--- config.mk ---
export PLATFORM = sky130hd
export DESIGN_NAME = time_window_iterator_flat
export DESIGN_NICKNAME = d
export VERILOG_FILES = /design/src/rtl/twi_pkg.sv /design/src/rtl/twi_channels.sv /design/src/rtl/twi_ram.sv /design/src/rtl/twi_alu.sv /design/src/rtl/time_window_iterator.sv /design/src/flat_wrapper.sv
export VERILOG_INCLUDE_DIRS = /design/src /design/src/rtl
export SDC_FILE = /design/constraint.sdc
export NUM_CORES = 2
export LEC_CHECK = 0
export BUFFER_PORTS_ARGS = -buffer_cell sky130_fd_sc_hd__buf_2
export CAP_MARGIN = 25
export CORE_MARGIN = 2
export CORE_UTILIZATION = 56
export DETAILED_ROUTE_END_ITERATION = 16
export PLACE_DENSITY = 0.8
export SYNTH_ARGS = -nofsm -noshare
export SYNTH_HDL_FRONTEND = slang
export SYNTH_SLANG_ARGS = --single-unit
--- constraint.sdc ---
create_clock -name clk -period 19 [get_ports clk]
set_clock_uncertainty 0.1 [all_clocks]
set_input_delay 0.95 -clock clk [delete_from_list [all_inputs] [get_ports clk]]
set_output_delay 0.95 -clock clk [all_outputs]
set_load 0.02 [all_outputs]
--- src/rtl/time_window_iterator_macros.svh ---
// assertion macros shared by the time window iterator rtl
`ifndef TIME_WINDOW_ITERATOR_MACROS_SVH
`define TIME_WINDOW_ITERATOR_MACROS_SVH

`ifndef ASSERT_OFF
// property checked on every clock edge outside reset
`define TWI_ASSERT(lbl, clk, rst_n, prop, msg) \
	lbl: assert property (@(posedge clk) disable iff (!rst_n) prop) else $error(msg);
// property checked on every clock edge, reset included
`define TWI_ASSERT_ALWAYS(lbl, clk, prop, msg) \
	lbl: assert property (@(posedge clk) prop) else $error(msg);
`else
`define TWI_ASSERT(lbl, clk, rst_n, prop, msg)
`define TWI_ASSERT_ALWAYS(lbl, clk, prop, msg)
`endif

`endif

--- src/rtl/twi_pkg.sv ---
// types, codes and helpers for the time window iterator
`timescale 1ns / 1ps
`default_nettype none

package twi_pkg;

	localparam int DATA_W = 48;
	// two guard bits keep differences of 48-bit values exact
	localparam int EXT_W  = 50;

	localparam logic [1:0] OP_ADD_RANGE     = 2'd0;
	localparam logic [1:0] OP_RESET_CURSORS = 2'd1;
	localparam logic [1:0] OP_NEXT_WINDOW   = 2'd2;

	localparam logic [1:0] ST_OK      = 2'd0;
	localparam logic [1:0] ST_INVALID = 2'd1;
	localparam logic [1:0] ST_FULL    = 2'd2;

	typedef enum logic {
		ALU_ADD,
		ALU_SUB
	} alu_op_t;

	typedef struct packed {
		logic [1:0]               op;
		logic signed [DATA_W-1:0] range_start;
		logic signed [DATA_W-1:0] range_end;
		logic signed [DATA_W-1:0] step_size;
		logic signed [DATA_W-1:0] now_time;
	} in_item_t;

	typedef struct packed {
		logic [1:0]               status;
		logic                     window_valid;
		logic signed [DATA_W-1:0] window_start;
		logic signed [DATA_W-1:0] window_end;
	} out_item_t;

	typedef struct packed {
		logic signed [DATA_W-1:0] rng_start;
		logic signed [DATA_W-1:0] rng_end;
		logic signed [DATA_W-1:0] rng_step;
	} range_t;

	function automatic logic signed [EXT_W-1:0] sext(input logic [DATA_W-1:0] v);
		return {{(EXT_W - DATA_W){v[DATA_W-1]}}, v};
	endfunction

endpackage

`default_nettype wire

--- src/rtl/twi_channels.sv ---
// valid/ready channel interfaces for command and result transactions
`timescale 1ns / 1ps
`default_nettype none

interface twi_cmd_if;
	logic              valid;
	logic              ready;
	twi_pkg::in_item_t data;

	modport source (output valid, output data, input ready);
	modport sink   (input valid, input data, output ready);
endinterface

interface twi_res_if;
	logic               valid;
	logic               ready;
	twi_pkg::out_item_t data;

	modport source (output valid, output data, input ready);
	modport sink   (input valid, input data, output ready);
endinterface

`default_nettype wire

--- src/rtl/twi_ram.sv ---
// generic single write port ram with registered read
`timescale 1ns / 1ps
`default_nettype none

module twi_ram #(
	parameter int WIDTH = 8,
	parameter int DEPTH = 16
) (
	input  wire logic                                   clk,
	input  wire logic                                   we,
	input  wire logic [(DEPTH > 1 ? $clog2(DEPTH) : 1)-1:0] waddr,
	input  wire logic [WIDTH-1:0]                       wdata,
	input  wire logic [(DEPTH > 1 ? $clog2(DEPTH) : 1)-1:0] raddr,
	output logic [WIDTH-1:0]                            rdata
);

	logic [WIDTH-1:0] mem_q [DEPTH];
	logic [WIDTH-1:0] rdata_q;

	always_ff @(posedge clk) begin
		if (we) begin
			mem_q[waddr] <= wdata;
		end
		rdata_q <= mem_q[raddr];
	end

	assign rdata = rdata_q;

endmodule

`default_nettype wire

--- src/rtl/twi_alu.sv ---
// shared add/subtract unit on sign-extended operands
`timescale 1ns / 1ps
`default_nettype none

module twi_alu (
	input  wire twi_pkg::alu_op_t                     op,
	input  wire logic signed [twi_pkg::EXT_W-1:0]     a,
	input  wire logic signed [twi_pkg::EXT_W-1:0]     b,
	output logic signed [twi_pkg::EXT_W-1:0]          y
);

	logic                         sub;
	logic [twi_pkg::EXT_W-1:0]    b_inv;

	assign sub   = (op == twi_pkg::ALU_SUB);
	// one adder: subtraction by inverting b and carrying in
	assign b_inv = b ^ {twi_pkg::EXT_W{sub}};
	assign y     = a + b_inv + twi_pkg::EXT_W'(sub);

endmodule

`default_nettype wire

--- src/rtl/time_window_iterator.sv ---
// time window iterator: range table, cursor walk and window generation
// one item at a time; cmd.ready is high only while idle, again as each result goes valid
// add: through add0 and add1 to done, straight from add0 to done when rejected early
// next: read, two checks, advance and end; exhausted ranges skipped, read ends a done walk
// reset cursors: per range held a read and a write reload the cursor with the range start
// arst_n clears range count, walk position and handshakes; the tables come up unknown
`timescale 1ns / 1ps
`default_nettype none
`include "time_window_iterator_macros.svh"

module time_window_iterator #(
	parameter int MAX_NODES = 16
) (
	input  wire logic clk,
	input  wire logic arst_n,
	twi_cmd_if.sink   cmd,
	twi_res_if.source res
);

	localparam int CntW  = $clog2(MAX_NODES + 1);
	localparam int IdxW  = (MAX_NODES > 1) ? $clog2(MAX_NODES) : 1;
	localparam int RngW  = $bits(twi_pkg::range_t);
	localparam int DW    = twi_pkg::DATA_W;
	localparam int EW    = twi_pkg::EXT_W;

	typedef enum logic [3:0] {
		S_IDLE,
		S_ADD0,
		S_ADD1,
		S_CLR_RD,
		S_CLR_WR,
		S_NX_RD,
		S_NX_C1,
		S_NX_C2,
		S_NX_ADV,
		S_NX_END,
		S_DONE
	} state_t;

	state_t                 state_q;
	twi_pkg::in_item_t      item_q;
	logic [CntW-1:0]        cnt_q;
	logic [CntW-1:0]        cur_q;
	logic [CntW-1:0]        idx_q;
	logic signed [DW-1:0]   last_end_q;
	logic signed [EW-1:0]   t_q;
	logic [1:0]             sts_q;
	logic                   wv_q;
	logic signed [DW-1:0]   ws_q;
	logic signed [DW-1:0]   we_q;
	twi_pkg::out_item_t     out_q;
	logic                   out_vld_q;

	twi_pkg::alu_op_t       alu_op;
	logic signed [EW-1:0]   alu_a;
	logic signed [EW-1:0]   alu_b;
	logic signed [EW-1:0]   alu_y;
	logic                   alu_neg;

	logic                   rng_we;
	logic [IdxW-1:0]        raddr;
	logic [RngW-1:0]        rng_rdata;
	twi_pkg::range_t        rng_rd;
	twi_pkg::range_t        rng_wr;
	logic                   cur_we;
	logic [IdxW-1:0]        cur_waddr;
	logic [DW-1:0]          cur_wdata;
	logic [DW-1:0]          cur_rdata;

	logic                   add_bad;
	logic                   add_full;
	logic                   cmd_xfer;
	logic                   out_free;

	assign cmd_xfer  = cmd.valid && cmd.ready;
	assign cmd.ready = (state_q == S_IDLE);
	assign res.valid = out_vld_q;
	assign res.data  = out_q;
	assign out_free  = !out_vld_q || res.ready;

	assign rng_rd = twi_pkg::range_t'(rng_rdata);
	assign alu_neg = alu_y[EW-1];

	// add checks once the span minus step is on the alu
	assign add_bad  = alu_neg ||
		((cnt_q != '0) && (last_end_q != item_q.range_start));
	assign add_full = (cnt_q == CntW'(MAX_NODES));

	// operand selection for the shared unit
	always_comb begin
		alu_op = twi_pkg::ALU_SUB;
		alu_a  = '0;
		alu_b  = '0;
		unique case (state_q)
			S_ADD0: begin
				alu_a = twi_pkg::sext(item_q.range_end);
				alu_b = twi_pkg::sext(item_q.range_start);
			end
			S_ADD1: begin
				alu_a = t_q;
				alu_b = twi_pkg::sext(item_q.step_size);
			end
			S_NX_C1: begin
				alu_a = twi_pkg::sext(cur_rdata);
				alu_b = twi_pkg::sext(rng_rd.rng_end);
			end
			S_NX_C2: begin
				alu_a = twi_pkg::sext(item_q.now_time);
				alu_b = twi_pkg::sext(cur_rdata);
			end
			S_NX_ADV: begin
				alu_op = twi_pkg::ALU_ADD;
				alu_a  = twi_pkg::sext(cur_rdata);
				alu_b  = twi_pkg::sext(rng_rd.rng_step);
			end
			S_NX_END: begin
				alu_a = twi_pkg::sext(item_q.now_time);
				alu_b = t_q;
			end
			default: begin
			end
		endcase
	end

	twi_alu u_alu (
		.op (alu_op),
		.a  (alu_a),
		.b  (alu_b),
		.y  (alu_y)
	);

	// table ports
	assign raddr = (item_q.op == twi_pkg::OP_RESET_CURSORS) ? idx_q[IdxW-1:0]
		: cur_q[IdxW-1:0];
	assign rng_we = (state_q == S_ADD1) && !add_bad && !add_full;
	assign rng_wr = '{rng_start: item_q.range_start, rng_end: item_q.range_end,
		rng_step: item_q.step_size};

	always_comb begin
		cur_we    = rng_we;
		cur_waddr = cnt_q[IdxW-1:0];
		cur_wdata = item_q.range_start;
		if (state_q == S_CLR_WR) begin
			cur_we    = 1'b1;
			cur_waddr = idx_q[IdxW-1:0];
			cur_wdata = rng_rd.rng_start;
		end else if (state_q == S_NX_ADV) begin
			cur_we    = 1'b1;
			cur_waddr = cur_q[IdxW-1:0];
			cur_wdata = alu_y[DW-1:0];
		end
	end

	twi_ram #(
		.WIDTH (RngW),
		.DEPTH (MAX_NODES)
	) u_rng_ram (
		.clk   (clk),
		.we    (rng_we),
		.waddr (cnt_q[IdxW-1:0]),
		.wdata (rng_wr),
		.raddr (raddr),
		.rdata (rng_rdata)
	);

	twi_ram #(
		.WIDTH (DW),
		.DEPTH (MAX_NODES)
	) u_cur_ram (
		.clk   (clk),
		.we    (cur_we),
		.waddr (cur_waddr),
		.wdata (cur_wdata),
		.raddr (raddr),
		.rdata (cur_rdata)
	);

	// sequencer, result registers and output stage
	always_ff @(posedge clk or negedge arst_n) begin
		if (!arst_n) begin
			state_q   <= S_IDLE;
			cnt_q     <= '0;
			cur_q     <= '0;
			idx_q     <= '0;
			out_vld_q <= 1'b0;
		end else begin
			// the done state reloads the output stage itself
			if (res.ready && state_q != S_DONE) begin
				out_vld_q <= 1'b0;
			end
			unique case (state_q)
				S_IDLE: begin
					if (cmd_xfer) begin
						item_q <= cmd.data;
						sts_q  <= twi_pkg::ST_OK;
						wv_q   <= 1'b0;
						ws_q   <= '0;
						we_q   <= '0;
						case (cmd.data.op)
							twi_pkg::OP_ADD_RANGE: begin
								state_q <= S_ADD0;
							end
							twi_pkg::OP_RESET_CURSORS: begin
								cur_q   <= '0;
								idx_q   <= '0;
								state_q <= S_CLR_RD;
							end
							twi_pkg::OP_NEXT_WINDOW: begin
								state_q <= S_NX_RD;
							end
							default: begin
								state_q <= S_DONE;
							end
						endcase
					end
				end
				S_ADD0: begin
					if (item_q.range_end[DW-1] || alu_neg) begin
						sts_q   <= twi_pkg::ST_INVALID;
						state_q <= S_DONE;
					end else begin
						t_q     <= alu_y;
						state_q <= S_ADD1;
					end
				end
				S_ADD1: begin
					if (add_bad) begin
						sts_q <= twi_pkg::ST_INVALID;
					end else if (add_full) begin
						sts_q <= twi_pkg::ST_FULL;
					end else begin
						cnt_q      <= cnt_q + CntW'(1);
						last_end_q <= item_q.range_end;
					end
					state_q <= S_DONE;
				end
				S_CLR_RD: begin
					state_q <= (idx_q == cnt_q) ? S_DONE : S_CLR_WR;
				end
				S_CLR_WR: begin
					idx_q   <= idx_q + CntW'(1);
					state_q <= S_CLR_RD;
				end
				S_NX_RD: begin
					state_q <= (cur_q < cnt_q) ? S_NX_C1 : S_DONE;
				end
				S_NX_C1: begin
					// cursor at or past the range end
					if (!alu_neg) begin
						cur_q   <= cur_q + CntW'(1);
						state_q <= S_NX_RD;
					end else begin
						state_q <= S_NX_C2;
					end
				end
				S_NX_C2: begin
					// cursor later than now
					if (alu_neg) begin
						cur_q   <= cur_q + CntW'(1);
						state_q <= S_NX_RD;
					end else begin
						ws_q    <= alu_y[DW-1:0];
						state_q <= S_NX_ADV;
					end
				end
				S_NX_ADV: begin
					t_q     <= twi_pkg::sext(alu_y[DW-1:0]);
					state_q <= S_NX_END;
				end
				S_NX_END: begin
					wv_q    <= 1'b1;
					// advanced cursor negative or beyond now gives a zero end
					we_q    <= (t_q[EW-1] || alu_neg) ? '0 : alu_y[DW-1:0];
					state_q <= S_DONE;
				end
				S_DONE: begin
					if (out_free) begin
						out_q     <= '{status: sts_q, window_valid: wv_q,
							window_start: ws_q, window_end: we_q};
						out_vld_q <= 1'b1;
						state_q   <= S_IDLE;
					end
				end
				default: begin
					state_q <= S_IDLE;
				end
			endcase
		end
	end

	`TWI_ASSERT(a_cur_le_cnt, clk, arst_n, cur_q <= cnt_q, "walk position beyond range count")
	`TWI_ASSERT(a_cnt_le_max, clk, arst_n, cnt_q <= CntW'(MAX_NODES), "range count overflow")
	`TWI_ASSERT(a_busy_after_cmd, clk, arst_n, cmd_xfer |=> !cmd.ready, "ready after accept")
	`TWI_ASSERT(a_window_ok, clk, arst_n, (res.valid && res.data.window_valid) |-> (res.data.status == twi_pkg::ST_OK), "window with bad status")
	`TWI_ASSERT(a_add_room, clk, arst_n, rng_we |-> (cnt_q < CntW'(MAX_NODES)), "range write into full table")
	`TWI_ASSERT_ALWAYS(a_rst_idle, clk, !arst_n |=> !res.valid, "result valid out of reset")

endmodule

`default_nettype wire
--- src/flat_wrapper.sv ---
// flat-port wrapper written by rule: the top's interface ports become plain ports
module time_window_iterator_flat 
#(
	parameter int MAX_NODES = 16
)
  (clk, arst_n, cmd_valid, cmd_data, cmd_ready, res_valid, res_data, res_ready);
  twi_cmd_if cmd_i ();
  twi_res_if res_i ();
  input  wire logic clk;
  input  wire logic arst_n;
  input wire logic [$bits(cmd_i.valid)-1:0] cmd_valid;
  input wire logic [$bits(cmd_i.data)-1:0] cmd_data;
  output wire logic [$bits(cmd_i.ready)-1:0] cmd_ready;
  output wire logic [$bits(res_i.valid)-1:0] res_valid;
  output wire logic [$bits(res_i.data)-1:0] res_data;
  input wire logic [$bits(res_i.ready)-1:0] res_ready;
  assign cmd_i.valid = cmd_valid;
  assign cmd_i.data = cmd_data;
  assign cmd_ready = cmd_i.ready;
  assign res_valid = res_i.valid;
  assign res_data = res_i.data;
  assign res_i.ready = res_ready;
  time_window_iterator #(.MAX_NODES(MAX_NODES)) u_core (.clk(clk), .arst_n(arst_n), .cmd(cmd_i), .res(res_i));
endmodule
==> summary.txt <==
Route
  – 1st-iter DRT viols: 13649
  – Post-detailed-route wirelength per cell: 37.05 um
  – First-pass iteration count of the detailed router: 12
  – Final antenna-violating net count: 0
  – # DRC: 0
  – Vias: 81019
  – Vias/cell: 6.890
  – Final WL: 435600 um

Synth
  – Post-synth EDFFs: 3562
  – Synth Area in Compound Gates: 0.04475
  – Yosys reg bits: 3774
  – Main synth FF type: edfxtp_1
  – Xor and xnor area share after synthesis: 0.006553
  – Average size of a mapped cell: 19.25 um2
  – Sequential area share after synthesis: 0.7712
  – Largest family of logic cells by synthesized area: multiplexers
  – Syn Inst Count: 7499
  – Synthesized Nets: 7756
  – Post-synthesis mux area share: 0.1141
  – Netlist Area Pre-Place: 144300 um2
  – Yosys cell types: 81
  – Post-Synth Adder-Cell Area: 0.005166
  – Yosys warning total: 0
  – Asr flop ratio synth: 0.005299
  – Post-Synth Simple-Gate Area: 0.04450

Floorplan
  – Ports: 299
  – Die Footprint: 261800 um2
  – Initial Utilization: 0.5623
  – Core area: 256700 um2
  – Chip width: 511.7 um
  – Core Rows: 186
  – DIE HEIGHT: 511.7 um

Critical path
  – CP Cell Sequence: or2b_4, or3_4, buf_4, buf_4, o21ai_0, a221o_1, a221oi_1, ha_1, a21oi_1, o21ai_0, a221oi_1, o21a_1, a2111oi_2, or3_1, mux2i_1, buf_4, and3_1, and2_4, buf_4, buf_4
  – R2R Setup Slk: 9710 ps
  – Top delay family on crit path: buffers and inverters
  – CP Max Fanout: 56
  – Kind of critical path: flip-flop to flip-flop
  – Worst EP arrival: 9690 ps
  – Critical R2R Capture: u_core.u_rng_ram.mem_q[4][82]$_DFFE_PP_
  – Buf/Inv on CP: 5
  – CP startpoint: u_core.state_q[3]$_DFFE_PN0P_
  – Cell with the largest stage delay on the worst path: buf_4
  – Worst reg2reg path depth: 20
  – CP endpoint kind: flip-flop
  – Critical Path RT: 19400 ps
  – RR Startpoint: u_core.state_q[3]$_DFFE_PN0P_
  – Most used cell, CP: buf_4
  – Critical path startpoint category: flip-flop
  – Max stage delay on crit path: 860 ps

Global route
  – First-pass GRT wire length: 606900 um
  – All-Layer GR Usage: 0.3296
  – Vias in the first global route: 79937
  – GR Overflow Total: 0
  – Largest net degree at the start of global routing: 142
  – Initial antenna violation count: 43

Final layout
  – Util after Layout: 0.6357
  – Post-route insts no fill: 11759
  – Post-route cell area: 163200 um2
  – NumNets Final: 8307
  – Most common cell after layout, fill and taps aside: edfxtp_1
  – Layout cell share with drive strength beyond 1: 0.2369
  – Most frequent cells in the layout: 3562 x edfxtp_1, 773 x nand2_1, 724 x mux4_2
  – Multi-input gate area: 31470 um2
  – Layout fillers: 16248
  – Synthesis-to-finish area growth: 13.06%
  – FF/Latch Area: 111300 um2

Timing
  – RSZ-0062 raised after global routing: no
  – Worst Hold Slack: 92.91 ps
  – Worst setup margin: 9711 ps
  – Slew headroom: 0.2086
  – Worst-Margin Slew: 1175 ps
  – Tmin final: 9289 ps
  – Sum of negative setup slack: 0 ps
  – Max-slew violations: 0
  – Final period util: 0.4889
  – Final Hold Vio Count: 0
  – Final setup vio count: 0
  – F_max: 107.7 MHz

Pwr
  – Total power: 28.62 mW
  – P_leak: 54.02 nW
  – Peak VDD IR: 265.1 uV
  – Cell Pwr Density: 175.4 nW/um2

Clock network
  – Later-pin clock latency in the skew report: 940 ps
  – Clock Path Buffers: 4
  – H-tree levels: 5
  – # clock sinks: 3774
  – Setup bufs post-CTS: 0
  – Worst-path clk slew: 70 ps
  – TritonCTS clock tree: yes
  – CTS Buf Count: 363
  – Clock Tree Root: clkbuf_16

Placed design
  – Area post-placement: 151400 um2
  – Port Buffers: 298
  – Post-Place Worst Slack: 10010 ps
  – Gp weighted congestion: 0.9925
  – Inst Count DP: 11059
  – Hpwl dp: 256000 um

Min path
  – Hold depth: 1
  – Hold EP: u_core.item_q[29]$_DFFE_PP_
  – Hold WC Path Type: input port to flip-flop
  – Worst Hold Launch: cmd_data[29]

Job
  – Max cap viols: 0

Run status
  – Outcome: completed
timing repair:
action                                  in CTS  in global routing
resized for setup                            0                  0
hold buffers                                 1                  0
endpoints found under the hold margin       16                  0
endpoints found under the setup margin       0                  0
power breakdown:
group          leakage (nW)  switching (mW)  internal [mW]
combinational          14.3            7.02           3.42
clock                  5.65            3.17           3.94
sequential             34.1           0.680           10.4
total                  54.0            10.9           17.7
worst reg2reg max path, cell delays in order, from the launching register on:
cell and delay (ps):
dfrtp_1 660, or2b_4 400, or3_4 350, buf_4 460, buf_4 650, o21ai_0 200, a221o_1 290, a221oi_1 250
ha_1 290, a21oi_1 110, o21ai_0 510, a221oi_1 200, o21a_1 290, a2111oi_2 480, or3_1 390, mux2i_1 250
buf_4 230, and3_1 260, and2_4 800, buf_4 880, buf_4 820
flip-flops by register name, indices dropped and copies added, names as in the netlist, 50 cells and up:
signal and count:
u_core.item_q 194, u_core.res.data 99, u_core.t_q 50, u_core.u_cur_ram.mem_q 768, u_core.u_rng_ram.mem_q 2304, u_core.u_rng_ram.rdata 144
logic make-up after synthesis:
group	count (synthesis)
compound gates	906
mux	739
buf+inv	515
fa+ha+maj	59
simple gates	1398
flops	3774
xor+xnor	108
metal layers:
| metal | wire length [um] | track usage | up-vias |
|---|---|---|---|
| met5 | 162 | 0 | - |
| met4 | 30230 | 0.1900 | 24 |
| met1 | 146400 | 0.4252 | 41746 |
| li1 | - | - | 31500 |
| met3 | 53380 | 0.08162 | 1158 |
| met2 | 205500 | 0.5150 | 6591 |
area by class of cell:
type | count | area share
Clock inverter | 187 | 0.01091
Sequential cell | 3774 | 0.6821
Antenna cell | 22 | 0.0003374
Timing Repair Buffer | 625 | 0.02571
Inverter | 76 | 0.001794
Clock buffer | 481 | 0.06036
Tap cell | 3384 | 0.02595
Multi-Input combinational cell | 3210 | 0.1929
cell usage after synthesis (all sizes together), types with 3 or more instances:
| cell | n | area, um2 |
|---|---|---|
| nor2b | 6 | 37.54 |
| mux2i | 9 | 90.09 |
| o21ai | 98 | 494.2 |
| a21o | 43 | 322.8 |
| a221oi | 12 | 105.1 |
| xnor2 | 82 | 718.2 |
| xor2 | 26 | 227.7 |
| a221o | 11 | 110.1 |
| nand2 | 774 | 2908 |
| inv | 76 | 285.3 |
| o21a | 8 | 60.06 |
| mux4 | 724 | 16310 |
| nor2 | 154 | 628.1 |
| nor4 | 23 | 150.1 |
| nand3 | 103 | 515.5 |
| a22oi | 86 | 645.6 |
| nor3 | 22 | 110.1 |
| and3 | 35 | 219.0 |
| mux2 | 6 | 67.56 |
| and3b | 5 | 43.79 |
| dfxtp | 192 | 3844 |
| a21oi | 79 | 395.4 |
| and2 | 205 | 1282 |
| or2 | 4 | 25.03 |
| nand4 | 33 | 206.5 |
| a31oi | 207 | 1295 |
| nand3b | 3 | 22.52 |
| a31o | 3 | 26.28 |
| edfxtp | 3562 | 107000 |
| dfrtp | 20 | 500.5 |
| o31ai | 8 | 60.06 |
| a311oi | 31 | 289.0 |
| o21bai | 17 | 127.6 |
| a311o | 4 | 40.04 |
| ha | 58 | 725.7 |
| buf | 127 | 538.0 |
| clkbuf | 312 | 1171 |
| a222oi | 85 | 850.8 |
| or3 | 8 | 60.06 |
| a211oi | 193 | 1454 |
| nand2b | 11 | 78.82 |
worst max path at each step:
| stage | end | slack, ps | depth (start not counted) |
|---|---|---|---|
| 2_1_floorplan | u_core.u_rng_ram.mem_q[1][0]$_DFFE_PP_ | -200 | 22 |
| 3_3_place_gp | u_core.u_rng_ram.mem_q[4][82]$_DFFE_PP_ | 9450 | 19 |
| 3_5_place_dp | u_core.u_rng_ram.mem_q[4][81]$_DFFE_PP_ | 10010 | 20 |
| 4_1_cts | u_core.u_rng_ram.mem_q[4][82]$_DFFE_PP_ | 9940 | 20 |
| 5_1_grt | u_core.u_rng_ram.mem_q[4][82]$_DFFE_PP_ | 9470 | 20 |
| 6_report | u_core.u_rng_ram.mem_q[4][82]$_DFFE_PP_ | 9710 | 20 |
(Power assumes the default switching activity.)
